--- config.mk ---
export PLATFORM = sky130hd
export DESIGN_NAME = gradient_color_ramp_top
export DESIGN_NICKNAME = d
export VERILOG_FILES = /design/src/design/gcr_pkg.sv /design/src/design/gcr_ram.sv /design/src/design/gcr_ctrl.sv /design/src/design/gcr_dpath.sv /design/src/design/gradient_color_ramp_top.sv
export SDC_FILE = /design/constraint.sdc
export NUM_CORES = 2
export LEC_CHECK = 0
export ABC_CLOCK_PERIOD_IN_PS = 10100
export BUFFER_PORTS_ARGS = -buffer_cell sky130_fd_sc_hd__buf_4
export CAP_MARGIN = 20
export CORE_MARGIN = 2
export CORE_UTILIZATION = 65
export CTS_CLUSTER_DIAMETER = 120
export DETAILED_ROUTE_END_ITERATION = 8
export GPL_TIMING_DRIVEN = 0
export PLACE_DENSITY_LB_ADDON = 0.25
export SLEW_MARGIN = 30
export SYNTH_ARGS = -nofsm -noshare
export SYNTH_HDL_FRONTEND = slang
export SYNTH_SLANG_ARGS = --single-unit
--- constraint.sdc ---
create_clock -name i_clk -period 10.1 [get_ports i_clk]
set_input_delay 1.01 -clock i_clk [delete_from_list [all_inputs] [get_ports i_clk]]
set_output_delay 1.01 -clock i_clk [all_outputs]
set_load 0.02 [all_outputs]
--- src/design/gcr_pkg.sv ---
`default_nettype none
// ----------------------------------------------------------------------------
// gcr_pkg
// Shared types and constants of the gradient colour ramp: item and result
// layouts, operation and status codes, controller states, command and
// status bundles between controller and datapath.
// ----------------------------------------------------------------------------
package gcr_pkg;

    localparam int P_MAX_STOPS     = 16;
    localparam int P_MAX_RAMP      = 4096;
    localparam int P_POS_FRAC_BITS = 16;

    localparam int P_POS_W   = P_POS_FRAC_BITS + 1;
    localparam int P_COLOR_W = 32;
    localparam int P_IDX_W   = 12;
    localparam int P_LEN_W   = 13;
    localparam int P_CFG_W   = 32;
    localparam int P_CH_W    = 8;
    localparam int P_NUM_CH  = P_COLOR_W / P_CH_W;
    localparam int P_NUM_W   = P_IDX_W + P_CH_W;
    localparam int P_ENTRY_W = P_POS_W + P_COLOR_W;

    localparam logic [P_POS_W-1:0] P_POS_ONE      = P_POS_W'(1) << P_POS_FRAC_BITS;
    localparam logic [P_LEN_W-1:0] P_LEN_RESET    = P_LEN_W'(2048);

    // operation codes
    localparam logic [1:0] OP_CLEAR  = 2'd0;
    localparam logic [1:0] OP_INSERT = 2'd1;
    localparam logic [1:0] OP_EVAL   = 2'd2;

    // status codes
    localparam logic [1:0] ST_OK   = 2'd0;
    localparam logic [1:0] ST_FULL = 2'd1;
    localparam logic [1:0] ST_OOB  = 2'd2;

    // configuration register indexes
    localparam logic [1:0] CFG_START_COLOR = 2'd0;
    localparam logic [1:0] CFG_END_COLOR   = 2'd1;
    localparam logic [1:0] CFG_RAMP_LENGTH = 2'd2;

    typedef struct packed {
        logic [1:0]           opcode;
        logic [P_POS_W-1:0]   stop_position;
        logic [P_COLOR_W-1:0] stop_color_word;
        logic [P_IDX_W-1:0]   ramp_index;
    } t_item;

    typedef struct packed {
        logic [P_COLOR_W-1:0] out_color;
        logic [1:0]           status;
    } t_result;

    typedef enum logic [3:0] {
        S_IDLE,
        S_DISPATCH,
        S_INS_TEST,
        S_INS_CMP,
        S_EV_RD,
        S_EV_MUL,
        S_EV_CMP,
        S_NUM,
        S_DIV,
        S_RES
    } t_state;

    typedef enum logic [2:0] {
        RES_NONE,
        RES_ZERO_OK,
        RES_FULL,
        RES_OOB,
        RES_END,
        RES_BLEND
    } t_res_sel;

    typedef struct packed {
        logic     load;
        t_res_sel res_sel;
        logic     clr_count;
        logic     ins_init;
        logic     ins_rd;
        logic     ins_shift;
        logic     ins_new;
        logic     ev_init;
        logic     ev_rd;
        logic     ev_mul;
        logic     ev_adv;
        logic     seg_stop;
        logic     seg_end;
        logic     num;
        logic     div_step;
    } t_cmd;

    typedef struct packed {
        logic [1:0] op;
        logic       full;
        logic       oob;
        logic       last;
        logic       ptr_zero;
        logic       ptr_at_count;
        logic       pos_below;
        logic       h_above_k;
        logic       div_last;
    } t_sts;

endpackage
`default_nettype wire

--- src/design/gcr_ram.sv ---
`default_nettype none
// ----------------------------------------------------------------------------
// gcr_ram
// Generic single write, single read RAM with registered read data.
// ----------------------------------------------------------------------------
module gcr_ram #(
    parameter int WIDTH = 8,
    parameter int DEPTH = 16,
    parameter int AW    = (DEPTH > 1) ? $clog2(DEPTH) : 1
) (
    input  wire logic             i_clk,
    input  wire logic             i_we,
    input  wire logic [AW-1:0]    i_waddr,
    input  wire logic [WIDTH-1:0] i_wdata,
    input  wire logic             i_re,
    input  wire logic [AW-1:0]    i_raddr,
    output logic      [WIDTH-1:0] o_rdata
);

    logic [WIDTH-1:0] r_mem [DEPTH];
    logic [WIDTH-1:0] r_rdata;

    always_ff @(posedge i_clk) begin
        if (i_we) begin
            r_mem[i_waddr] <= i_wdata;
        end
        if (i_re) begin
            r_rdata <= r_mem[i_raddr];
        end
    end

    assign o_rdata = r_rdata;

endmodule
`default_nettype wire

--- src/design/gcr_ctrl.sv ---
`default_nettype none
// ----------------------------------------------------------------------------
// gcr_ctrl
// Sequencer of the colour ramp: dispatches each item, walks the stop table
// for insert and evaluate, and drives the per-channel division steps.
// ----------------------------------------------------------------------------
module gcr_ctrl (
    input  wire logic          i_clk,
    input  wire logic          i_rst_n,
    input  wire logic          i_start,
    output logic               o_busy,
    output gcr_pkg::t_cmd      o_cmd,
    input  wire gcr_pkg::t_sts i_sts
);
    import gcr_pkg::*;

    t_state r_state;
    t_state n_state;
    t_cmd   cmd;

    always_ff @(posedge i_clk) begin
        if (!i_rst_n) begin
            r_state <= S_IDLE;
        end else begin
            r_state <= n_state;
        end
    end

    always_comb begin
        n_state = r_state;
        cmd     = '0;
        cmd.res_sel = RES_NONE;
        case (r_state)
            S_IDLE: begin
                if (i_start) begin
                    cmd.load = 1'b1;
                    n_state  = S_DISPATCH;
                end
            end
            S_DISPATCH: begin
                case (i_sts.op)
                    OP_CLEAR: begin
                        cmd.clr_count = 1'b1;
                        cmd.res_sel   = RES_ZERO_OK;
                        n_state       = S_IDLE;
                    end
                    OP_INSERT: begin
                        if (i_sts.full) begin
                            cmd.res_sel = RES_FULL;
                            n_state     = S_IDLE;
                        end else begin
                            cmd.ins_init = 1'b1;
                            n_state      = S_INS_TEST;
                        end
                    end
                    OP_EVAL: begin
                        if (i_sts.oob) begin
                            cmd.res_sel = RES_OOB;
                            n_state     = S_IDLE;
                        end else if (i_sts.last) begin
                            cmd.res_sel = RES_END;
                            n_state     = S_IDLE;
                        end else begin
                            cmd.ev_init = 1'b1;
                            n_state     = S_EV_RD;
                        end
                    end
                    default: begin
                        cmd.res_sel = RES_ZERO_OK;
                        n_state     = S_IDLE;
                    end
                endcase
            end
            // walk down from the top, moving up every stop not below the new one
            S_INS_TEST: begin
                if (i_sts.ptr_zero) begin
                    cmd.ins_new = 1'b1;
                    cmd.res_sel = RES_ZERO_OK;
                    n_state     = S_IDLE;
                end else begin
                    cmd.ins_rd = 1'b1;
                    n_state    = S_INS_CMP;
                end
            end
            S_INS_CMP: begin
                if (i_sts.pos_below) begin
                    cmd.ins_new = 1'b1;
                    cmd.res_sel = RES_ZERO_OK;
                    n_state     = S_IDLE;
                end else begin
                    cmd.ins_shift = 1'b1;
                    n_state       = S_INS_TEST;
                end
            end
            S_EV_RD: begin
                if (i_sts.ptr_at_count) begin
                    cmd.seg_end = 1'b1;
                    n_state     = S_NUM;
                end else begin
                    cmd.ev_rd = 1'b1;
                    n_state   = S_EV_MUL;
                end
            end
            S_EV_MUL: begin
                cmd.ev_mul = 1'b1;
                n_state    = S_EV_CMP;
            end
            S_EV_CMP: begin
                if (i_sts.h_above_k) begin
                    cmd.seg_stop = 1'b1;
                    n_state      = S_NUM;
                end else begin
                    cmd.ev_adv = 1'b1;
                    n_state    = S_EV_RD;
                end
            end
            S_NUM: begin
                cmd.num = 1'b1;
                n_state = S_DIV;
            end
            S_DIV: begin
                cmd.div_step = 1'b1;
                if (i_sts.div_last) begin
                    n_state = S_RES;
                end
            end
            S_RES: begin
                cmd.res_sel = RES_BLEND;
                n_state     = S_IDLE;
            end
            default: begin
                n_state = S_IDLE;
            end
        endcase
    end

    assign o_cmd  = cmd;
    assign o_busy = (r_state != S_IDLE);

endmodule
`default_nettype wire

--- src/design/gcr_dpath.sv ---
`default_nettype none
// ----------------------------------------------------------------------------
// gcr_dpath
// Datapath of the colour ramp: configuration registers, item registers,
// stop table memory, segment boundary multiply, four channel dividers and
// the result register.
// ----------------------------------------------------------------------------
module gcr_dpath #(
    parameter int MAX_STOPS = gcr_pkg::P_MAX_STOPS
) (
    input  wire logic                    i_clk,
    input  wire logic                    i_rst_n,
    input  wire logic                    i_cfg_we,
    input  wire logic [1:0]              i_cfg_idx,
    input  wire logic [gcr_pkg::P_CFG_W-1:0] i_cfg_data,
    input  wire gcr_pkg::t_item          i_item,
    input  wire gcr_pkg::t_cmd           i_cmd,
    output gcr_pkg::t_sts                o_sts,
    output logic                         o_done,
    output gcr_pkg::t_result             o_result
);
    import gcr_pkg::*;

    localparam int CW = $clog2(MAX_STOPS + 1);
    localparam int AW = (MAX_STOPS > 1) ? $clog2(MAX_STOPS) : 1;
    localparam int PW = P_POS_W + P_IDX_W;

    // configuration
    logic [P_COLOR_W-1:0] r_start_color;
    logic [P_COLOR_W-1:0] r_end_color;
    logic [P_LEN_W-1:0]   r_ramp_len;

    // item
    logic [1:0]           r_op;
    logic [P_POS_W-1:0]   r_pos;
    logic [P_COLOR_W-1:0] r_color;
    logic [P_IDX_W-1:0]   r_k;
    logic [P_IDX_W-1:0]   r_cxm1;
    logic                 r_oob;
    logic                 r_last;

    // table walk
    logic [CW-1:0]        r_count;
    logic [CW-1:0]        r_ptr;
    logic [P_IDX_W-1:0]   r_l;
    logic [P_COLOR_W-1:0] r_cl;
    logic [P_IDX_W-1:0]   r_h;
    logic [P_COLOR_W-1:0] r_sc;

    // segment and dividers
    logic [P_IDX_W-1:0]   r_w;
    logic [P_IDX_W-1:0]   r_j;
    logic [P_COLOR_W-1:0] r_c0;
    logic [P_COLOR_W-1:0] r_c1;
    logic [P_IDX_W-1:0]   r_rem [P_NUM_CH];
    logic [P_CH_W-1:0]    r_q   [P_NUM_CH];
    logic [2:0]           r_div_cnt;

    logic                 r_done;
    t_result              r_res;

    // combinational
    logic [P_LEN_W-1:0]   cx;
    logic [P_LEN_W-1:0]   cxm1_full;
    logic [P_POS_W-1:0]   pos_clamped;
    logic [CW-1:0]        ptr_m1;
    logic [P_ENTRY_W-1:0] rd_entry;
    logic [P_POS_W-1:0]   rd_pos;
    logic [P_COLOR_W-1:0] rd_color;
    logic [PW-1:0]        bound_prod;
    logic                 ram_we;
    logic                 ram_re;
    logic [AW-1:0]        ram_raddr;
    logic [P_ENTRY_W-1:0] ram_wdata;
    logic [P_NUM_W-1:0]   num     [P_NUM_CH];
    logic [P_IDX_W:0]     trial   [P_NUM_CH];
    logic                 ge      [P_NUM_CH];
    logic [P_COLOR_W-1:0] blend_color;
    logic [P_IDX_W-1:0]   wmj;

    always_ff @(posedge i_clk) begin
        if (!i_rst_n) begin
            r_start_color <= '0;
            r_end_color   <= '0;
            r_ramp_len    <= P_LEN_RESET;
        end else if (i_cfg_we) begin
            case (i_cfg_idx)
                CFG_START_COLOR: r_start_color <= i_cfg_data;
                CFG_END_COLOR:   r_end_color   <= i_cfg_data;
                CFG_RAMP_LENGTH: r_ramp_len    <= i_cfg_data[P_LEN_W-1:0];
                default: ;
            endcase
        end
    end

    // effective ramp length and clamped position
    always_comb begin
        if (r_ramp_len == '0) begin
            cx = P_LEN_W'(1);
        end else if (r_ramp_len > P_LEN_W'(P_MAX_RAMP)) begin
            cx = P_LEN_W'(P_MAX_RAMP);
        end else begin
            cx = r_ramp_len;
        end
        cxm1_full = cx - P_LEN_W'(1);
        if (i_item.stop_position > P_POS_ONE) begin
            pos_clamped = P_POS_ONE;
        end else begin
            pos_clamped = i_item.stop_position;
        end
    end

    assign ptr_m1    = r_ptr - CW'(1);
    assign rd_pos    = rd_entry[P_ENTRY_W-1 -: P_POS_W];
    assign rd_color  = rd_entry[P_COLOR_W-1:0];
    assign ram_we    = i_cmd.ins_shift | i_cmd.ins_new;
    assign ram_re    = i_cmd.ins_rd | i_cmd.ev_rd;
    assign ram_raddr = i_cmd.ins_rd ? ptr_m1[AW-1:0] : r_ptr[AW-1:0];
    assign ram_wdata = i_cmd.ins_shift ? rd_entry : {r_pos, r_color};
    assign bound_prod = PW'(rd_pos) * PW'(r_cxm1);

    gcr_ram #(
        .WIDTH (P_ENTRY_W),
        .DEPTH (MAX_STOPS)
    ) u_stops (
        .i_clk   (i_clk),
        .i_we    (ram_we),
        .i_waddr (r_ptr[AW-1:0]),
        .i_wdata (ram_wdata),
        .i_re    (ram_re),
        .i_raddr (ram_raddr),
        .o_rdata (rd_entry)
    );

    // per-channel numerator and restoring division step
    always_comb begin
        wmj = r_w - r_j;
        for (int ch = 0; ch < P_NUM_CH; ch++) begin
            num[ch] = P_NUM_W'(wmj) * P_NUM_W'(r_c0[ch*P_CH_W +: P_CH_W])
                    + P_NUM_W'(r_j) * P_NUM_W'(r_c1[ch*P_CH_W +: P_CH_W]);
            trial[ch] = {r_rem[ch], r_q[ch][P_CH_W-1]};
            ge[ch]    = (trial[ch] >= {1'b0, r_w});
            blend_color[ch*P_CH_W +: P_CH_W] = r_q[ch];
        end
    end

    // control state
    always_ff @(posedge i_clk) begin
        if (!i_rst_n) begin
            r_count   <= '0;
            r_ptr     <= '0;
            r_div_cnt <= '0;
            r_done    <= 1'b0;
        end else begin
            r_done <= (i_cmd.res_sel != RES_NONE);
            if (i_cmd.clr_count) begin
                r_count <= '0;
            end else if (i_cmd.ins_new) begin
                r_count <= r_count + CW'(1);
            end
            if (i_cmd.ins_init) begin
                r_ptr <= r_count;
            end else if (i_cmd.ins_shift) begin
                r_ptr <= ptr_m1;
            end else if (i_cmd.ev_init) begin
                r_ptr <= '0;
            end else if (i_cmd.ev_adv) begin
                r_ptr <= r_ptr + CW'(1);
            end
            if (i_cmd.num) begin
                r_div_cnt <= '0;
            end else if (i_cmd.div_step) begin
                r_div_cnt <= r_div_cnt + 3'd1;
            end
        end
    end

    // payload
    always_ff @(posedge i_clk) begin
        if (i_cmd.load) begin
            r_op    <= i_item.opcode;
            r_pos   <= pos_clamped;
            r_color <= i_item.stop_color_word;
            r_k     <= i_item.ramp_index;
            r_cxm1  <= cxm1_full[P_IDX_W-1:0];
            r_oob   <= ({1'b0, i_item.ramp_index} >= cx);
            r_last  <= (i_item.ramp_index == cxm1_full[P_IDX_W-1:0]);
        end
        if (i_cmd.ev_init) begin
            r_l  <= '0;
            r_cl <= r_start_color;
        end else if (i_cmd.ev_adv) begin
            r_l  <= r_h;
            r_cl <= r_sc;
        end
        if (i_cmd.ev_mul) begin
            r_h  <= bound_prod[P_POS_FRAC_BITS +: P_IDX_W];
            r_sc <= rd_color;
        end
        if (i_cmd.seg_stop) begin
            r_w  <= r_h - r_l;
            r_j  <= r_k - r_l;
            r_c0 <= r_cl;
            r_c1 <= r_sc;
        end else if (i_cmd.seg_end) begin
            r_w  <= r_cxm1 - r_l;
            r_j  <= r_k - r_l;
            r_c0 <= r_cl;
            r_c1 <= r_end_color;
        end
        for (int ch = 0; ch < P_NUM_CH; ch++) begin
            if (i_cmd.num) begin
                r_rem[ch] <= num[ch][P_NUM_W-1 -: P_IDX_W];
                r_q[ch]   <= num[ch][P_CH_W-1:0];
            end else if (i_cmd.div_step) begin
                r_rem[ch] <= ge[ch] ? P_IDX_W'(trial[ch] - {1'b0, r_w})
                                    : trial[ch][P_IDX_W-1:0];
                r_q[ch]   <= {r_q[ch][P_CH_W-2:0], ge[ch]};
            end
        end
        case (i_cmd.res_sel)
            RES_ZERO_OK: r_res <= '{out_color: '0, status: ST_OK};
            RES_FULL:    r_res <= '{out_color: '0, status: ST_FULL};
            RES_OOB:     r_res <= '{out_color: '0, status: ST_OOB};
            RES_END:     r_res <= '{out_color: r_end_color, status: ST_OK};
            RES_BLEND:   r_res <= '{out_color: blend_color, status: ST_OK};
            default: ;
        endcase
    end

    always_comb begin
        o_sts.op           = r_op;
        o_sts.full         = (r_count == CW'(MAX_STOPS));
        o_sts.oob          = r_oob;
        o_sts.last         = r_last;
        o_sts.ptr_zero     = (r_ptr == '0);
        o_sts.ptr_at_count = (r_ptr == r_count);
        o_sts.pos_below    = (rd_pos < r_pos);
        o_sts.h_above_k    = (r_h > r_k);
        o_sts.div_last     = (r_div_cnt == 3'd7);
    end

    assign o_done   = r_done;
    assign o_result = r_res;

endmodule
`default_nettype wire

--- src/design/gradient_color_ramp_top.sv ---
`default_nettype none
// ----------------------------------------------------------------------------
// gradient_color_ramp_top
// Sorted colour stop table with per-entry lookup into a multi-stop linear
// gradient ramp.
// ----------------------------------------------------------------------------
// An item is taken when start is high and busy is low; exactly one result
// follows, shown on o_result for a single cycle while o_done is high, and it
// must be captured then, as the block cannot be held off. Clear, unused
// operations, a full table and an out-of-range index finish straight from
// dispatch. An insert walks down from the top of the table, each moved stop
// costing a read and then a write of the stop memory, until the bottom of
// the table or a stop below the new position ends the walk and the new stop
// is written. An evaluate at the last entry returns the end colour from
// dispatch; any other walks the stops (read, boundary multiply, compare per
// stop) until the segment is found, closed by a stop or by the end colour,
// and then forms eight quotient bits per channel in the four dividers
// running side by side.
// Busy falls in the cycle o_done rises, so the next item can follow at once.
// ----------------------------------------------------------------------------
module gradient_color_ramp_top #(
    parameter int MAX_STOPS = gcr_pkg::P_MAX_STOPS
) (
    input  wire logic                        i_clk,
    input  wire logic                        i_rst_n,
    input  wire logic                        start,
    output logic                             busy,
    input  wire gcr_pkg::t_item              i_item,
    output logic                             o_done,
    output gcr_pkg::t_result                 o_result,
    input  wire logic                        i_cfg_we,
    input  wire logic [1:0]                  i_cfg_idx,
    input  wire logic [gcr_pkg::P_CFG_W-1:0] i_cfg_data
);
    import gcr_pkg::*;

    t_cmd cmd;
    t_sts sts;

    gcr_ctrl u_ctrl (
        .i_clk   (i_clk),
        .i_rst_n (i_rst_n),
        .i_start (start),
        .o_busy  (busy),
        .o_cmd   (cmd),
        .i_sts   (sts)
    );

    gcr_dpath #(
        .MAX_STOPS (MAX_STOPS)
    ) u_dpath (
        .i_clk      (i_clk),
        .i_rst_n    (i_rst_n),
        .i_cfg_we   (i_cfg_we),
        .i_cfg_idx  (i_cfg_idx),
        .i_cfg_data (i_cfg_data),
        .i_item     (i_item),
        .i_cmd      (cmd),
        .o_sts      (sts),
        .o_done     (o_done),
        .o_result   (o_result)
    );

endmodule
`default_nettype wire
==> flow_summary.json <==
{
  "start_util_pct": 65.59,
  "endpoint": "u_dpath.r_rem[0][11]$_DFFE_PP_",
  "postCtsSetupBuffers": 0,
  "cts_buffer_depth": 3,
  "fin_crit_sh_pct": 97.39,
  "drive_above_1_share_pct": 11.87,
  "place_hpwl_um": 186100,
  "synth_ff_type": "edfxtp_1",
  "drc": 0,
  "max_cap_viol_count": 0,
  "yosys_register_bits": 1295,
  "grt_overflow": 0,
  "grt_first_pass_wirelength_um": 384600,
  "r2r-end": "u_dpath.r_rem[0][11]$_DFFE_PP_",
  "worst_pin_slew_ns": 1.183,
  "final_net_count": 8508,
  "dp.cells": 8805,
  "boundaryPins": 137,
  "cts_tree": "built",
  "drt-total-wl_um": 261800,
  "hold_path_class": "flop to flop",
  "synth_edf_count": 1188,
  "post-route-min-period_ns": 9.837,
  "worstPathRequired_ns": 10.54,
  "synth_compound_area_share_pct": 4.710,
  "synth_top_family_by_area": "adder cells",
  "die_area_um2": 133700,
  "grt_max_degree": 47,
  "ff2ff_path_depth": 27,
  "cp-end-kind": "flop",
  "syn-mean-instance-area_um2": 12.45,
  "core_area_um2": 129600,
  "grtUsageTotal_pct": 40.21,
  "powerDensity_nw_per_um2": 184.9,
  "slowest_delay_ns": 0.62,
  "yosysMostFrequentCell": "edfxtp_1",
  "ir_drop_uv": 311.7,
  "worstPathMaxFanout": 10,
  "synth_fp_nets": 8156,
  "critPathKind": "flop to flop",
  "reg2reg_from": "u_dpath.r_j[2]$_DFFE_PP_",
  "yosysTopAreaCell": "edfxtp_1",
  "cts-root-buf": "clkbuf_16",
  "synth_fa_ha_area_share_pct": 24.78,
  "leakage_nw": 37.87,
  "cp_data_arrival_time_ns": 10.28,
  "cts.sinks": 1295,
  "die_w_um": 365.7,
  "yosys.area_share.simple_pct": 10.17,
  "clock_latency_ns": 0.76,
  "fp.dieH_um": 365.7,
  "muxShareOfSynthArea_pct": 8.012,
  "numCtsBuffers": 116,
  "drt_pass1_iterations": 9,
  "fmax_ghz": 0.1017,
  "clk_pin_slew_ns": 0.07,
  "synth-xor-area-share_pct": 1.739,
  "vias_per_cell": 6.409,
  "clock_skew_ns": 0.07171,
  "critPathMostFrequentCell": "fa_1",
  "stdcell_count": 9033,
  "ys_seq_area_share_pct": 44.47,
  "cp_slowest_cell": "xnor2_1",
  "hold_violations": 0,
  "syn_inst": 6829,
  "vias": 57890,
  "fin_ws_ns": 0.2631,
  "relSlewSlack_pct": 21.15,
  "finalSetupViolCount": 0,
  "async_flop_share_pct": 0,
  "ys_warn_count": 0,
  "crit_family": "adder cells",
  "wire_per_inst_um": 28.98,
  "final_antenna_net_count": 0,
  "htree_levels": 3,
  "rsz0062_at_grt": "false",
  "grt_pass1_vias": 59510,
  "antenna_found_initial": 19,
  "synthTopCellsByArea": "edfxtp_1 42%, fa_1 18%, ha_1 6.8%",
  "synth_area_um2": 85030,
  "reg2reg_setup_slack_ns": 0.26,
  "yosysUniqueCellTypes": 81,
  "startpoint_type": "flop",
  "rows": 132,
  "syn_to_final_growth_pct": 10.64,
  "crit_path_start": "u_dpath.r_j[2]$_DFFE_PP_",
  "place_ws_ns": -0.1350,
  "synthTopCellsByCount": "1,188 x edfxtp_1, 1,033 x inv_1, 912 x nand2_1",
  "slew_viol_final": 0,
  "gp_congestion": 1.020,
  "port_buffers": 135,
  "status": "finished, final reports clean",
  "cp.depth": 27,
  "synth_top_area_share_pct": 41.95,
  "drt_iter0_drc": 6849,
  "critPathBufInv": 4
}
-- metal layers --
layer  vias up  wire, um  global-route usage [%]
li1      23690         -                       -
met1     28780     88410                   50.19
met2      4351    120700                   62.87
met3      1051     31830                   10.18
met4        30     20640                   26.44
met5         -       207                       0
-- cell type report --
class,count,area (um^2)
repair buffers,234,2745
multi-input cells,4181,42230
fillers,8267,35570
well taps,1742,2180
clock inverters,65,685.7
inverters,1034,3881
plain buffers,319,1361
flip-flops and latches,1295,37820
clock buffers,152,3154
diodes,11,27.53
-- cells by family (layout without fill, tap and decap cells) --
family | count (synthesis) | count (layout)
and+or+nand+nor | 1811 | 1811
buffers and inverters | 1353 | 1804
AOI/OAI and AO/OA | 613 | 613
DFF | 1295 | 1295
adders and majority gates | 1226 | 1226
other | 0 | 11
xor gates and xnor gates | 168 | 168
muxes | 363 | 363
-- sequential cells by signal, indices dropped and copies added, names as in the netlist, 3 cells and up --
register                 cells
u_dpath.r_j                 12
u_dpath.o_result            34
u_dpath.r_end_color         32
u_dpath.r_div_cnt            3
u_dpath.r_w                 12
u_dpath.r_ptr                5
u_dpath.u_stops.r_mem      784
u_dpath.r_h                 12
u_dpath.r_color             32
u_dpath.r_pos               17
u_dpath.r_cxm1              12
u_dpath.r_q                 32
u_dpath.r_l                 12
u_dpath.r_k                 12
u_dpath.r_cl                32
u_dpath.r_count              5
u_dpath.r_start_color       32
u_dpath.r_c0                32
u_dpath.r_rem               48
u_dpath.r_c1                32
u_dpath.u_stops.o_rdata     49
u_dpath.r_ramp_len          13
u_ctrl.r_state               4
u_dpath.r_sc                32
-- power by group --
group          internal (W)  switching [W]
registers           0.00621      0.0000623
clock network       0.00245        0.00208
logic               0.00260        0.00399
-- placed cells by master (no fill, tap or decap), drive strengths merged, types with 8 or more instances in the layout --
cell,count
clkinv,39
bufinv,9
nor3,50
clkinvlp,10
edfxtp,1188
nor4,15
diode,11
nor2b,74
a21boi,86
a21o,41
nor2,144
and3,14
inv,1041
o31ai,9
mux2,91
o21bai,10
or2,8
a211o,10
mux4,245
a22o,32
nand4,22
xor2,51
xnor2,117
a211oi,18
clkbuf,412
dfxtp,107
fa,763
nand3,33
ha,463
and2,476
o211ai,24
nand2,912
a21oi,143
mux2i,27
a31oi,15
buf,293
nand2b,34
o21a,26
o21ai,140
-- worst min-delay path by stage --
stage                          startpoint                         end  slack [ns]  depth (start not counted)
2_1_floorplan   u_dpath.r_cl[0]$_DFFE_PP_   u_dpath.r_c0[0]$_DFFE_PP_        0.40                          0
3_3_place_gp   u_dpath.r_cl[25]$_DFFE_PP_  u_dpath.r_c0[25]$_DFFE_PP_        0.41                          0
3_5_place_dp   u_dpath.r_cl[24]$_DFFE_PP_  u_dpath.r_c0[24]$_DFFE_PP_        0.40                          0
4_1_cts        u_dpath.r_cl[28]$_DFFE_PP_  u_dpath.r_c0[28]$_DFFE_PP_        0.36                          0
5_1_grt        u_dpath.r_cl[26]$_DFFE_PP_  u_dpath.r_c0[26]$_DFFE_PP_        0.38                          0
6_report       u_dpath.r_cl[28]$_DFFE_PP_  u_dpath.r_c0[28]$_DFFE_PP_        0.37                          0
-- per-stage QoR --
step / cell area, um^2 / setup TNS, ns / util [%] / power (W) / hold slack [ns]
2_1_floorplan: 85030 / 0 / - / 0.01086 / 0.4003
3_3_place_gp: 88230 / -2.037 / 68.05 / 0.01258 / 0.4054
4_1_cts: 94030 / 0 / 72.52 / 0.01728 / 0.3593
3_5_place_dp: 90170 / -0.3101 / 69.55 / 0.01274 / 0.4045
5_1_grt: 94050 / 0 / 72.54 / 0.01831 / 0.3819
6_report: 94080 / 0 / 72.56 / 0.01740 / 0.3733
-- what timing repair did --
action	CTS	global route
gates resized for setup	6	20
hold endpoints to repair	0	0
endpoints found under the setup margin	7	20
hold buffers	0	0
(Power assumes the default switching activity.)
